==> config.mk <==
export PLATFORM = sky130hd
export DESIGN_NAME = bitmap_allocator_find_first_free_core
export DESIGN_NICKNAME = d
export VERILOG_FILES = /design/src/hdl/bafff_pkg.sv /design/src/hdl/bitmap_allocator_find_first_free_core.sv /design/src/hdl/bafff_ram.sv /design/src/hdl/bafff_dp.sv /design/src/hdl/bafff_ctrl.sv
export SDC_FILE = /design/constraint.sdc
export NUM_CORES = 2
export LEC_CHECK = 0
export ABC_CLOCK_PERIOD_IN_PS = 9690
export BUFFER_PORTS_ARGS = -buffer_cell sky130_fd_sc_hd__buf_2
export CAP_MARGIN = 20
export CELL_PAD_IN_SITES_DETAIL_PLACEMENT = 0
export CELL_PAD_IN_SITES_GLOBAL_PLACEMENT = 1
export CORE_ASPECT_RATIO = 0.6
export CORE_UTILIZATION = 45
export CTS_CLUSTER_DIAMETER = 80
export CTS_CLUSTER_SIZE = 40
export DETAILED_ROUTE_END_ITERATION = 10
export GPL_ROUTABILITY_DRIVEN = 0
export HOLD_SLACK_MARGIN = 0.05
export PLACE_DENSITY = 0.72
export SLEW_MARGIN = 20
export SYNTH_ARGS = -nofsm -noshare
export SYNTH_HDL_FRONTEND = slang
export SYNTH_SLANG_ARGS = --single-unit
==> constraint.sdc <==
create_clock -name clk -period 9.69 [get_ports clk]
set_clock_uncertainty 0.05 [all_clocks]
set_input_delay 0.969 -clock clk [delete_from_list [all_inputs] [get_ports clk]]
set_output_delay 0.969 -clock clk [all_outputs]
set_load 0.03 [all_outputs]
==> src/hdl/bafff_pkg.sv <==
// ----------------------------------------------------------------------------
// Bitmap allocator package
// Shared constants, codes and controller/datapath interface types.
// ----------------------------------------------------------------------------
package bafff_pkg;

	// Store geometry: one mark per element, eight marks to a byte.
	localparam int MAX_ELEMENTS = 1024;
	localparam int IDX_W        = $clog2(MAX_ELEMENTS);
	localparam int CNT_W        = IDX_W + 1;
	localparam int BYTE_AW      = IDX_W - 3;
	localparam int STORE_BYTES  = MAX_ELEMENTS / 8;
	localparam int NBYTES_W     = CNT_W - 3;

	localparam logic [7:0] FULL_BYTE = 8'hFF;

	// Request codes.
	localparam logic [1:0] ACT_SET   = 2'd0;
	localparam logic [1:0] ACT_CLEAR = 2'd1;
	localparam logic [1:0] ACT_READ  = 2'd2;
	localparam logic [1:0] ACT_FIND  = 2'd3;

	// Result status codes.
	localparam logic [1:0] STAT_OK     = 2'd0;
	localparam logic [1:0] STAT_RANGE  = 2'd1;
	localparam logic [1:0] STAT_NOFREE = 2'd2;

	// Controller states.
	typedef enum logic [2:0] {
		S_IDLE,
		S_DECODE,
		S_MODIFY,
		S_SCAN,
		S_RESP
	} state_t;

	// Which result the datapath loads into its result registers.
	typedef enum logic [2:0] {
		RES_NONE,
		RES_RANGE,
		RES_ACCESS,
		RES_FOUND,
		RES_NOFREE
	} res_sel_t;

	// Commands from the controller to the datapath.
	typedef struct packed {
		logic     accept;    // capture the request fields
		logic     wr_acc;    // write back the modified byte
		logic     scan_clr;  // restart the find scan at byte zero
		logic     scan_run;  // advance the find scan by one byte
		res_sel_t res_sel;   // result to load
	} ctrl_cmd_t;

	// Status from the datapath to the controller.
	typedef struct packed {
		logic is_find;
		logic is_read;
		logic in_range;
		logic scan_hit;
		logic scan_end;
	} dp_stat_t;

endpackage

==> src/hdl/bitmap_allocator_find_first_free_core.sv <==
// ----------------------------------------------------------------------------
// Bitmap allocator with find-first-free
// Keeps one allocation mark per element and serves set, clear, read and find.
// ----------------------------------------------------------------------------
// A request is taken when start is high and busy is low; exactly one result
// follows, shown for one cycle with done high, and the receiver cannot stall
// it. An index at or beyond the effective count gets a range status. A find
// reads the mark store one byte per cycle through its single read port and
// stops at the first byte that holds a free mark; it scans up to the
// effective count, which is the active count saturated at 1024 and rounded
// down to whole bytes. All marks are free after reset; no clearing pass is
// needed. The user must write the active count through the cfg channel only
// while the block is idle; the block itself does not enforce this. A count
// write keeps the marks.
module bitmap_allocator_find_first_free_core
	import bafff_pkg::*;
(
	input  logic             clk,
	input  logic             arst_n,
	input  logic             start,
	output logic             busy,
	input  logic [1:0]       action,
	input  logic [IDX_W-1:0] elem_index,
	output logic             done,
	output logic             bit_value,
	output logic [IDX_W-1:0] free_index,
	output logic [1:0]       status,
	input  logic             cfg_valid,
	output logic             cfg_ready,
	input  logic [CNT_W-1:0] active_elements
);

	ctrl_cmd_t cmd;
	dp_stat_t  stat;

	// The count register takes a transfer in any cycle.
	assign cfg_ready = 1'b1;

	bafff_ctrl u_ctrl (
		.clk    (clk),
		.arst_n (arst_n),
		.start  (start),
		.stat   (stat),
		.cmd    (cmd),
		.busy   (busy),
		.done   (done)
	);

	bafff_dp u_dp (
		.clk        (clk),
		.arst_n     (arst_n),
		.cmd        (cmd),
		.stat       (stat),
		.action     (action),
		.elem_index (elem_index),
		.cfg_we     (cfg_valid && cfg_ready),
		.cfg_data   (active_elements),
		.bit_value  (bit_value),
		.free_index (free_index),
		.status     (status)
	);

endmodule

==> src/hdl/bafff_ram.sv <==
// ----------------------------------------------------------------------------
// Generic single-port-write RAM
// One write port and one read port with registered read data.
// ----------------------------------------------------------------------------
module bafff_ram #(
	parameter int WIDTH = 8,
	parameter int DEPTH = 128
) (
	input  logic                     clk,
	input  logic                     we,
	input  logic [$clog2(DEPTH)-1:0] waddr,
	input  logic [WIDTH-1:0]         wdata,
	input  logic [$clog2(DEPTH)-1:0] raddr,
	output logic [WIDTH-1:0]         rdata
);

	logic [WIDTH-1:0] mem_q [DEPTH];

	// Write port and registered read port.
	always_ff @(posedge clk) begin
		if (we) begin
			mem_q[waddr] <= wdata;
		end
		rdata <= mem_q[raddr];
	end

endmodule

==> src/hdl/bafff_dp.sv <==
// ----------------------------------------------------------------------------
// Bitmap allocator datapath
// Mark store with per-byte valid bits, scan pipeline and result registers.
// ----------------------------------------------------------------------------
module bafff_dp
	import bafff_pkg::*;
(
	input  logic              clk,
	input  logic              arst_n,
	input  ctrl_cmd_t         cmd,
	output dp_stat_t          stat,
	input  logic [1:0]        action,
	input  logic [IDX_W-1:0]  elem_index,
	input  logic              cfg_we,
	input  logic [CNT_W-1:0]  cfg_data,
	output logic              bit_value,
	output logic [IDX_W-1:0]  free_index,
	output logic [1:0]        status
);

	logic [CNT_W-1:0]    active_q;
	logic [1:0]          action_q;
	logic [IDX_W-1:0]    idx_q;
	logic [CNT_W-1:0]    cnt_sat;
	logic [NBYTES_W-1:0] nbytes;
	logic [CNT_W-1:0]    eff_count;
	logic [STORE_BYTES-1:0] vld_q;
	logic                vld_s1;
	logic [BYTE_AW-1:0]  raddr;
	logic [7:0]          rdata;
	logic [7:0]          byte_s1;
	logic [7:0]          mask;
	logic [7:0]          wdata;
	logic [NBYTES_W-1:0] scan_addr_q;
	logic                rd_pend_s1;
	logic [BYTE_AW-1:0]  rd_addr_s1;
	logic                scan_issue;
	logic [2:0]          zero_pos;
	logic                bit_value_q;
	logic [IDX_W-1:0]    free_index_q;
	logic [1:0]          status_q;

	// Count register; it resets to full capacity.
	always_ff @(posedge clk or negedge arst_n) begin
		if (!arst_n) begin
			active_q <= CNT_W'(MAX_ELEMENTS);
		end else if (cfg_we) begin
			active_q <= cfg_data;
		end
	end

	// Effective count: saturated at capacity, rounded down to whole bytes.
	assign cnt_sat   = (active_q > CNT_W'(MAX_ELEMENTS)) ? CNT_W'(MAX_ELEMENTS) : active_q;
	assign nbytes    = cnt_sat[CNT_W-1:3];
	assign eff_count = {nbytes, 3'b000};

	// Request capture.
	always_ff @(posedge clk) begin
		if (cmd.accept) begin
			action_q <= action;
			idx_q    <= elem_index;
		end
	end

	// Scan address counter and read-tag pipeline.
	assign scan_issue = cmd.scan_run && (scan_addr_q < nbytes);

	always_ff @(posedge clk or negedge arst_n) begin
		if (!arst_n) begin
			scan_addr_q <= '0;
			rd_pend_s1  <= 1'b0;
		end else if (cmd.scan_clr) begin
			scan_addr_q <= '0;
			rd_pend_s1  <= 1'b0;
		end else begin
			if (scan_issue) begin
				scan_addr_q <= scan_addr_q + NBYTES_W'(1);
			end
			rd_pend_s1 <= scan_issue;
		end
	end

	always_ff @(posedge clk) begin
		rd_addr_s1 <= raddr;
	end

	// The read port serves the scan or the addressed byte.
	assign raddr = cmd.scan_run ? scan_addr_q[BYTE_AW-1:0] : idx_q[IDX_W-1:3];

	bafff_ram #(
		.WIDTH (8),
		.DEPTH (STORE_BYTES)
	) u_store (
		.clk   (clk),
		.we    (cmd.wr_acc),
		.waddr (idx_q[IDX_W-1:3]),
		.wdata (wdata),
		.raddr (raddr),
		.rdata (rdata)
	);

	// Valid bits: a byte never written since reset reads as all free.
	always_ff @(posedge clk or negedge arst_n) begin
		if (!arst_n) begin
			vld_q  <= '0;
			vld_s1 <= 1'b0;
		end else begin
			if (cmd.wr_acc) begin
				vld_q[idx_q[IDX_W-1:3]] <= 1'b1;
			end
			vld_s1 <= vld_q[raddr];
		end
	end

	assign byte_s1 = vld_s1 ? rdata : 8'h00;

	// Read-modify-write of the addressed byte.
	assign mask  = 8'h01 << idx_q[2:0];
	assign wdata = (action_q == ACT_SET) ? (byte_s1 | mask) : (byte_s1 & ~mask);

	// Lowest clear bit of the scanned byte.
	always_comb begin
		zero_pos = 3'd0;
		for (int k = 7; k >= 0; k--) begin
			if (!byte_s1[k]) begin
				zero_pos = 3'(k);
			end
		end
	end

	// Status toward the controller.
	assign stat.is_find  = (action_q == ACT_FIND);
	assign stat.is_read  = (action_q == ACT_READ);
	assign stat.in_range = ({1'b0, idx_q} < eff_count);
	assign stat.scan_hit = rd_pend_s1 && (byte_s1 != FULL_BYTE);
	assign stat.scan_end = !rd_pend_s1 && (scan_addr_q >= nbytes);

	// Result registers.
	always_ff @(posedge clk or negedge arst_n) begin
		if (!arst_n) begin
			bit_value_q  <= 1'b0;
			free_index_q <= '0;
			status_q     <= STAT_OK;
		end else begin
			unique case (cmd.res_sel)
				RES_NONE: begin
				end
				RES_RANGE: begin
					bit_value_q  <= 1'b0;
					free_index_q <= '0;
					status_q     <= STAT_RANGE;
				end
				RES_ACCESS: begin
					bit_value_q  <= (action_q == ACT_READ) ? byte_s1[idx_q[2:0]] : 1'b0;
					free_index_q <= '0;
					status_q     <= STAT_OK;
				end
				RES_FOUND: begin
					bit_value_q  <= 1'b0;
					free_index_q <= {rd_addr_s1, zero_pos};
					status_q     <= STAT_OK;
				end
				RES_NOFREE: begin
					bit_value_q  <= 1'b0;
					free_index_q <= '0;
					status_q     <= STAT_NOFREE;
				end
				default: begin
				end
			endcase
		end
	end

	assign bit_value  = bit_value_q;
	assign free_index = free_index_q;
	assign status     = status_q;

	// A write-back never lands outside the active elements.
	assert property (@(posedge clk) disable iff (!arst_n)
		cmd.wr_acc |-> stat.in_range)
		else $error("bafff_dp: write-back outside the active range");

	// The scan never reads beyond the active bytes.
	assert property (@(posedge clk) disable iff (!arst_n)
		rd_pend_s1 |-> ({1'b0, rd_addr_s1} < nbytes))
		else $error("bafff_dp: scan read beyond the active bytes");

	// A find result always points into the active elements.
	assert property (@(posedge clk) disable iff (!arst_n)
		(cmd.res_sel == RES_FOUND) |=> ({1'b0, free_index_q} < eff_count))
		else $error("bafff_dp: found index outside the active range");

endmodule

==> src/hdl/bafff_ctrl.sv <==
// ----------------------------------------------------------------------------
// Bitmap allocator controller
// Sequences request capture, byte access, find scan and result strobe.
// ----------------------------------------------------------------------------
module bafff_ctrl
	import bafff_pkg::*;
(
	input  logic      clk,
	input  logic      arst_n,
	input  logic      start,
	input  dp_stat_t  stat,
	output ctrl_cmd_t cmd,
	output logic      busy,
	output logic      done
);

	state_t state_q;
	state_t state_d;

	// State register.
	always_ff @(posedge clk or negedge arst_n) begin
		if (!arst_n) begin
			state_q <= S_IDLE;
		end else begin
			state_q <= state_d;
		end
	end

	// Next state and commands.
	always_comb begin
		state_d      = state_q;
		cmd.accept   = 1'b0;
		cmd.wr_acc   = 1'b0;
		cmd.scan_clr = 1'b0;
		cmd.scan_run = 1'b0;
		cmd.res_sel  = RES_NONE;
		busy         = 1'b1;
		done         = 1'b0;
		unique case (state_q)
			S_IDLE: begin
				busy = 1'b0;
				if (start) begin
					cmd.accept = 1'b1;
					state_d    = S_DECODE;
				end
			end
			S_DECODE: begin
				if (stat.is_find) begin
					cmd.scan_clr = 1'b1;
					state_d      = S_SCAN;
				end else if (!stat.in_range) begin
					cmd.res_sel = RES_RANGE;
					state_d     = S_RESP;
				end else begin
					state_d = S_MODIFY;
				end
			end
			S_MODIFY: begin
				// A read leaves the byte as it is; set and clear write it back.
				cmd.wr_acc  = !stat.is_read;
				cmd.res_sel = RES_ACCESS;
				state_d     = S_RESP;
			end
			S_SCAN: begin
				cmd.scan_run = 1'b1;
				if (stat.scan_hit) begin
					cmd.res_sel = RES_FOUND;
					state_d     = S_RESP;
				end else if (stat.scan_end) begin
					cmd.res_sel = RES_NOFREE;
					state_d     = S_RESP;
				end
			end
			S_RESP: begin
				done    = 1'b1;
				state_d = S_IDLE;
			end
			default: begin
				state_d = S_IDLE;
			end
		endcase
	end

	// Busy rises only after a request transfer.
	assert property (@(posedge clk) disable iff (!arst_n)
		$rose(busy) |-> $past(start))
		else $error("bafff_ctrl: busy without a request");

	// The result strobe returns the controller to idle.
	assert property (@(posedge clk) disable iff (!arst_n)
		done |=> !busy)
		else $error("bafff_ctrl: still busy after the result strobe");

	// A write-back happens only for set and clear, never during a find or read.
	assert property (@(posedge clk) disable iff (!arst_n)
		cmd.wr_acc |-> (state_q == S_MODIFY) && !stat.is_find && !stat.is_read)
		else $error("bafff_ctrl: write-back outside an access");

endmodule
=== After elaboration in Yosys (flattened, before gate mapping) ===
Memories as Yosys holds them, arrays and structs flattened. A register that Yosys moved wholly into a read port is not among the register bits.
Cells that the tools add are included.

* Add/subtract/negate cells: 1
* $lt $le $gt $ge: 8
* Equal/unequal tests: 13
* Shifts and indexed selects: 1
* Muxes and demuxes: 46
* Bitwise operators: 4
* Reduce and logical (&&, ||, !) cells: 16

{| class="wikitable"
|+ Operators by type and width
! operator !! count
|-
| 128-bit bitwise OR || 1
|-
| 3-bit two-way mux || 16
|-
| 8-bit two-way mux || 4
|-
| 10-bit case mux with 2 select lines || 1
|-
| 7-bit by 8-bit < comparator with 1-bit output (second input constant) || 2
|-
| 1-bit two-way mux || 16
|-
| 3-bit by 2-bit == test with 1-bit output (second input constant) || 4
|-
| 3-bit case mux with 4 select lines || 1
|-
| 11-bit greater-than comparator (second input constant) || 1
|-
| 10-bit by 11-bit < comparator with 1-bit output || 1
|-
| 11-bit two-way mux || 1
|-
| 3-bit case mux with 3 select lines || 1
|-
| 8-bit by 1-bit adder with 8-bit output (second input constant) || 1
|-
| 8-bit AND || 1
|-
| 8-bit >= comparator || 1
|-
| 8-bit < comparator || 1
|-
| 8-bit != test (second input constant) || 1
|-
| 8-bit NOT || 1
|-
| 8-bit bitwise OR || 1
|-
| 1-bit by 3-bit << shifter with 8-bit output (first input constant) || 1
|-
| 1-bit binary-select mux with 7-bit select || 1
|-
| 1-bit demux with 7-bit select || 1
|-
| 7-bit by 1-bit >= comparator with 1-bit output (second input constant) || 1
|-
| 7-bit two-way mux || 1
|-
| other kinds (18) || 28
|}

* Bits in registers: 184
* Bits in writable memories: 1024
* Word-level logic and storage cells: 102
* Memories kept: 1

{| class="wikitable"
|+ Memories
! memory !! words !! bits a word !! rd ports !! clocked after memory_dff !! wr ports !! line !! source
|-
| u_dp.u_store.mem_q || 128 || 8 || 1 || 1 || 1 || bafff_ram.sv:17 || <nowiki>logic [WIDTH-1:0] mem_q [DEPTH];</nowiki>
|}

=== Depth between registers and ports, before layout ===
* Word-level depth: 10
* Depth in mapped cells: 13
* Mapped depth without buffers: 11

=== Modules after synthesis ===
Synthesis repeated with hierarchy kept, for this count alone.

* Cells, all modules: 2391
* Area, all modules: 48148.7 µm²

{| class="wikitable"
|+ By module, submodules not included
! module !! times used !! cells each !! area an instance (µm²) !! sequential area each (µm²)
|-
| bafff_ram || 1 || 1635 || 39665.5 || 30909.6
|-
| bafff_dp || 1 || 724 || 8232.9 || 4480.5
|-
| bafff_ctrl || 1 || 30 || 239.0 || 75.1
|-
| bitmap_allocator_find_first_free_core || 1 || 2 || 11.3 || 0.0
|}

=== Worst setup path after synthesis ===
No wires, ideal clock.

* Path type: flip-flop to flip-flop
* Start point: register u_dp.action_q[1]
* End point: memory u_dp.u_store.mem_q[0][3] (data pin)
* Setup time: 1.225 ns
* Arrival time: 6.144 ns
* Required time: 8.415 ns
* Setup slack: 2.271 ns
* Cell stages (with the launch flop): 4
* Buffers on the path: 1
* Clock period less this slack: 7.419 ns
* Path through: edfxtp_1 > or2_2 > clkbuf_1 > o31ai_1

* Cells in the longest elaborated chain, start to end: 2

{| class="wikitable"
|+ Ends and longest elaborated chain
! element !! line !! source
|-
| start: declaration || bafff_dp.sv:22 || <nowiki>logic [1:0] action_q;</nowiki>
|-
| start signal: assignment || bafff_dp.sv:60 || <nowiki>action_q <= action;</nowiki>
|-
| 2-bit zero test || bafff_dp.sv:119 || <nowiki>assign wdata = (action_q == ACT_SET) ? (byte_s1 | mask) : (byte_s1 & ~mask);</nowiki>
|-
| 8-bit two-way mux || bafff_dp.sv:119 ||
|-
| named net u_dp.u_store.wdata[3] || bafff_ram.sv:12 || <nowiki>input logic [WIDTH-1:0] wdata,</nowiki>
|-
| end: declaration || bafff_ram.sv:17 ||
|}

The timed path passes the listed nets, and every way through them passes these cells.

=== Worst setup path in the final report ===
* Start point: register u_ctrl.state_q[0]
* End point: register u_dp.vld_s1

* Cells in the longest elaborated chain, start to end: 5

{| class="wikitable"
|+ Ends and longest elaborated chain
! element !! line !! source
|-
| start: declaration || bafff_ctrl.sv:17 || <nowiki>state_t state_q;</nowiki>
|-
| start signal: assignment || bafff_ctrl.sv:25 || <nowiki>state_q <= state_d;</nowiki>
|-
| 3-bit by 2-bit == test with 1-bit output || bafff_ctrl.sv:39 || <nowiki>unique case (state_q)</nowiki>
|-
| 1-bit two-way mux || bafff_ctrl.sv:39 ||
|-
| 7-bit two-way mux || bafff_dp.sv:88 || <nowiki>assign raddr = cmd.scan_run ? scan_addr_q[BYTE_AW-1:0] : idx_q[IDX_W-1:3];</nowiki>
|-
| 1-bit binary-select mux with 7-bit select || bafff_dp.sv:111 || <nowiki>vld_s1 <= vld_q[raddr];</nowiki>
|-
| 1-bit two-way mux (not written as such) || bafff_dp.sv:111 ||
|-
| end signal: assignment || bafff_dp.sv:111 ||
|-
| end: declaration || bafff_dp.sv:28 || <nowiki>logic vld_s1;</nowiki>
|}

No other way between the ends. The select of a mux whose other input is x is not followed.
A chain may end at the register's enable or synchronous reset.

==> results.sh <==
export IMPL_status="complete, no violations"
export IMPL_detail_route_iter0_violations=3924
export IMPL_end_kind="register"
export IMPL_layout_cells_non_filler=4867
export IMPL_hold_path_class="primary input to async pin"
export IMPL_core_area_sq_mm=0.106
export IMPL_place_inst=4797
export IMPL_syn_num_nets=3520
export IMPL_grt_pass1_wl_mm=190
export IMPL_yosysWarnings=0
export IMPL_postCtsHoldBufs=0
export IMPL_worstReg2RegEnd="u_dp.vld_s1$_DFF_PN0_"
export IMPL_clk_latency_ns=0.66
export IMPL_drt_vias_per_instance=5.87
export IMPL_p_leak_nw=18.3
export IMPL_clock_sinks=1213
export IMPL_numCtsBuffers=37
export IMPL_layout_nets=3470
export IMPL_maxCapViolations=0
export IMPL_synth_edf_count=1036
export IMPL_finalMaxSlewViolations=0
export IMPL_die_area_sq_mm=0.109
export IMPL_area_growth_syn_to_layout_pct=5.70
export IMPL_synth_top_area_cell="edfxtp_1"
export IMPL_final_antenna_net_count=0
export IMPL_start_util_pct=45.8
export IMPL_fmax_ghz=0.200
export IMPL_rrSetupSlack_ns=4.69
export IMPL_fin_ws_ns=4.69
export IMPL_slew_limit_headroom_pct=20.9
export IMPL_synthArstFlopShare_pct=13.4
export IMPL_cts_resized=0
export IMPL_grt_usage_pct=23.9
export IMPL_ys_top_cells_by_area="edfxtp_1 (64%), dfrtp_1 (8.3%), nand2_1 (5.6%)"
export IMPL_pin_count=43
export IMPL_synthFlopType="edfxtp_1"
export IMPL_final_setup_viol_count=0
export IMPL_grt_max_degree=155
export IMPL_period_needed_ns=5.00
export IMPL_rsz0062_at_grt="false"
export IMPL_p_per_area_mw_per_mm2=252
export IMPL_final_hold_viol_count=0
export IMPL_synth_seq_area_share_pct=73.0
export IMPL_place_ws_ns=4.74
export IMPL_syn_instance_count=3478
export IMPL_ir_drop_mv=0.186
export IMPL_firstDrtPassIters=7
export IMPL_synth_area_per_cell_sq_um=14.0
export IMPL_finalCritPeriodShare_pct=51.6
export IMPL_ys_ff_latch=1213
export IMPL_arrival_ns=5.54
export IMPL_startpoint_type="register"
export IMPL_drc=0
export IMPL_cts_root_buf="clkbuf_16"
export IMPL_cts_tree="yes"
export IMPL_path_class="register to register"
export IMPL_grt_antenna_before_repair=5
export IMPL_grt_overflow=0
export IMPL_cp_max_fo=32
export IMPL_drive_gt1_share_pct=10.6
export IMPL_rows=92
export IMPL_drt_wirelength_per_cell_microns=27.2
export IMPL_yosys_cell_types_count=70
export IMPL_rr_worst_depth=11
export IMPL_cp_required_ns=10.23
export IMPL_io_buffers=38
export IMPL_cts_htree_levels=2
export IMPL_post_cts_setup_buffers=0
export IMPL_wl_mm=132
export IMPL_hpwl_mm=80.1
export IMPL_syn_area_sq_mm=0.0486
export IMPL_vias=28600
export IMPL_clk_pin_slew_ns=0.15
export IMPL_reg2reg_from="u_ctrl.state_q[0]$_DFFE_PN0P_"
export IMPL_tns_ns=0
export IMPL_synth_top_cell_area_share_pct=64.1
export IMPL_tightest_slew_ns=1.17
export IMPL_die_y_microns=256
export IMPL_die_w_microns=426
export IMPL_grt_pass1_vias=26200
export IMPL_cts_buffer_depth=3
## cells in the mapped netlist (all sizes together), types with 4 or more instances
master / count
o21ai: 36
nand2: 724
xor2: 5
nor2: 170
nand4: 17
nor3: 17
a21o: 6
o22ai: 19
dfxtp: 15
mux2i: 195
dfrtp: 161
nor3b: 6
o2111ai: 5
nand2b: 4
or2: 132
a31oi: 66
buf: 124
o221ai: 43
a222oi: 5
mux4: 43
clkbuf: 71
a32oi: 9
a22o: 10
inv: 11
a221oi: 8
nand3b: 8
a21oi: 74
and3: 9
nor2b: 8
ha: 15
edfxtp: 1036
mux2: 8
a22oi: 19
nor4: 8
nand3: 359
## critical path, cell delays in order (launching register included)
cell and delay [ns]:
dfrtp_1 0.60, nand3b_4 0.40, mux2i_4 0.38, inv_4 0.49, buf_4 0.51, nor2_2 0.05, buf_4 0.29, a31oi_1 0.19
nand4_1 0.58, a222oi_1 0.81, nand2_1 0.30, nor3_1 0.25
## layer usage
| layer | track usage [%] | vias up | wire (microns) | share of wire (%) |
|---|---|---|---|---|
| met5 | 0 | - | 13 | 0.0098 |
| met4 | 3.43 | 2 | 1600 | 1.2 |
| met3 | 8.20 | 96 | 15700 | 12 |
| met2 | 31.4 | 1215 | 53300 | 40 |
| met1 | 38.4 | 14600 | 61600 | 47 |
| li1 | - | 12700 | - | - |
## cell usage in the layout, fill, tap and decap left out, types with 6 or more instances in the layout
| cell | instances |
|---|---|
| o21ai_0 | 27 |
| nor4_1 | 8 |
| dfxtp_1 | 15 |
| mux2i_1 | 186 |
| dfrtp_1 | 161 |
| nor2_1 | 165 |
| a22o_1 | 10 |
| a21oi_1 | 73 |
| a221oi_1 | 8 |
| a31oi_1 | 66 |
| mux2_2 | 8 |
| ha_1 | 15 |
| a22oi_1 | 19 |
| nand4_1 | 17 |
| mux2i_4 | 7 |
| a32oi_1 | 9 |
| or2_2 | 132 |
| o22ai_1 | 19 |
| buf_4 | 64 |
| nor3b_1 | 6 |
| mux4_2 | 43 |
| clkbuf_1 | 22 |
| clkbuf_16 | 39 |
| a21o_1 | 6 |
| nand3b_1 | 7 |
| and3_1 | 9 |
| nor2b_1 | 8 |
| nor3_1 | 17 |
| nand2_1 | 723 |
| edfxtp_1 | 1036 |
| nand3_1 | 359 |
| o221ai_1 | 43 |
| inv_1 | 7 |
| buf_2 | 37 |
## cell families (layout without fill, tap and decap cells)
| kind of cell | Yosys count | after routing | synth area share (%) |
|---|---|---|---|
| other | 1 | 2 | 0.00772 |
| XOR/XNOR | 6 | 6 | 0.108 |
| flip-flops | 1213 | 1213 | 73.0 |
| AND/OR/NAND/NOR | 1473 | 1473 | 13.5 |
| multiplexers | 246 | 246 | 6.26 |
| AO/OA/AOI/OAI | 317 | 317 | 4.39 |
| adder cells (fa/ha/maj) | 15 | 15 | 0.387 |
| buffers and inverters | 207 | 185 | 2.28 |
## state kept, by name, summed over array words and instances (netlist names), 3 cells and up
| register | flops |
|---|---|
| u_dp.free_index | 10 |
| u_dp.scan_addr_q | 8 |
| u_dp.u_store.mem_q | 1024 |
| u_dp.active_q | 8 |
| u_dp.vld_q | 128 |
| u_ctrl.state_q | 3 |
| u_dp.rd_addr_s1 | 7 |
| u_dp.idx_q | 10 |
| u_dp.u_store.rdata | 8 |
## through the flow
step | total power [mW] | hold WS (ns) | utilization, % | area (sq um)
finish | 12.9 | 0.256 | 48.4 | 51300
global route | 13.4 | 0.269 | 48.4 | 51300
CTS | 12.9 | 0.268 | 48.4 | 51300
detailed placement | 10.6 | 0.392 | 47.3 | 50200
global placement | 10.6 | 0.388 | 47.3 | 50100
floorplan | 9.24 | 0.383 | - | 48600
## area by class of cell
type	count	area (sq um)
Fill cell	9064	54700
Antenna cell	1	2.50
Tap cell	1410	1760
Sequential cell	1213	35500
Inverter	12	55.1
Timing Repair Buffer	106	747
Clock inverter	6	83.8
Multi-Input combinational cell	2058	12100
Clock buffer	61	1060
## report_power, final
| part | internal [mW] | switching (mW) |
|---|---|---|
| Combinational | 0.972 | 2.93 |
| Clock | 0.788 | 1.54 |
| Sequential | 6.54 | 0.150 |
## how the worst max path moves through the flow
stage	start	to	slack, ns
6_report	u_ctrl.state_q[0]$_DFFE_PN0P_	u_dp.vld_s1$_DFF_PN0_	4.69
2_1_floorplan	u_dp.action_q[1]$_DFFE_PP_	u_dp.u_store.mem_q[0][3]$_DFFE_PP_	2.27
5_1_grt	u_ctrl.state_q[0]$_DFFE_PN0P_	u_dp.u_store.rdata[7]$_DFF_P_	4.57
3_5_place_dp	u_ctrl.state_q[0]$_DFFE_PN0P_	u_dp.u_store.rdata[0]$_DFF_P_	4.74
3_3_place_gp	u_ctrl.state_q[0]$_DFFE_PN0P_	u_dp.vld_s1$_DFF_PN0_	4.76
4_1_cts	u_ctrl.state_q[0]$_DFFE_PN0P_	u_dp.u_store.rdata[0]$_DFF_P_	4.71
(Power assumes the default switching activity.)
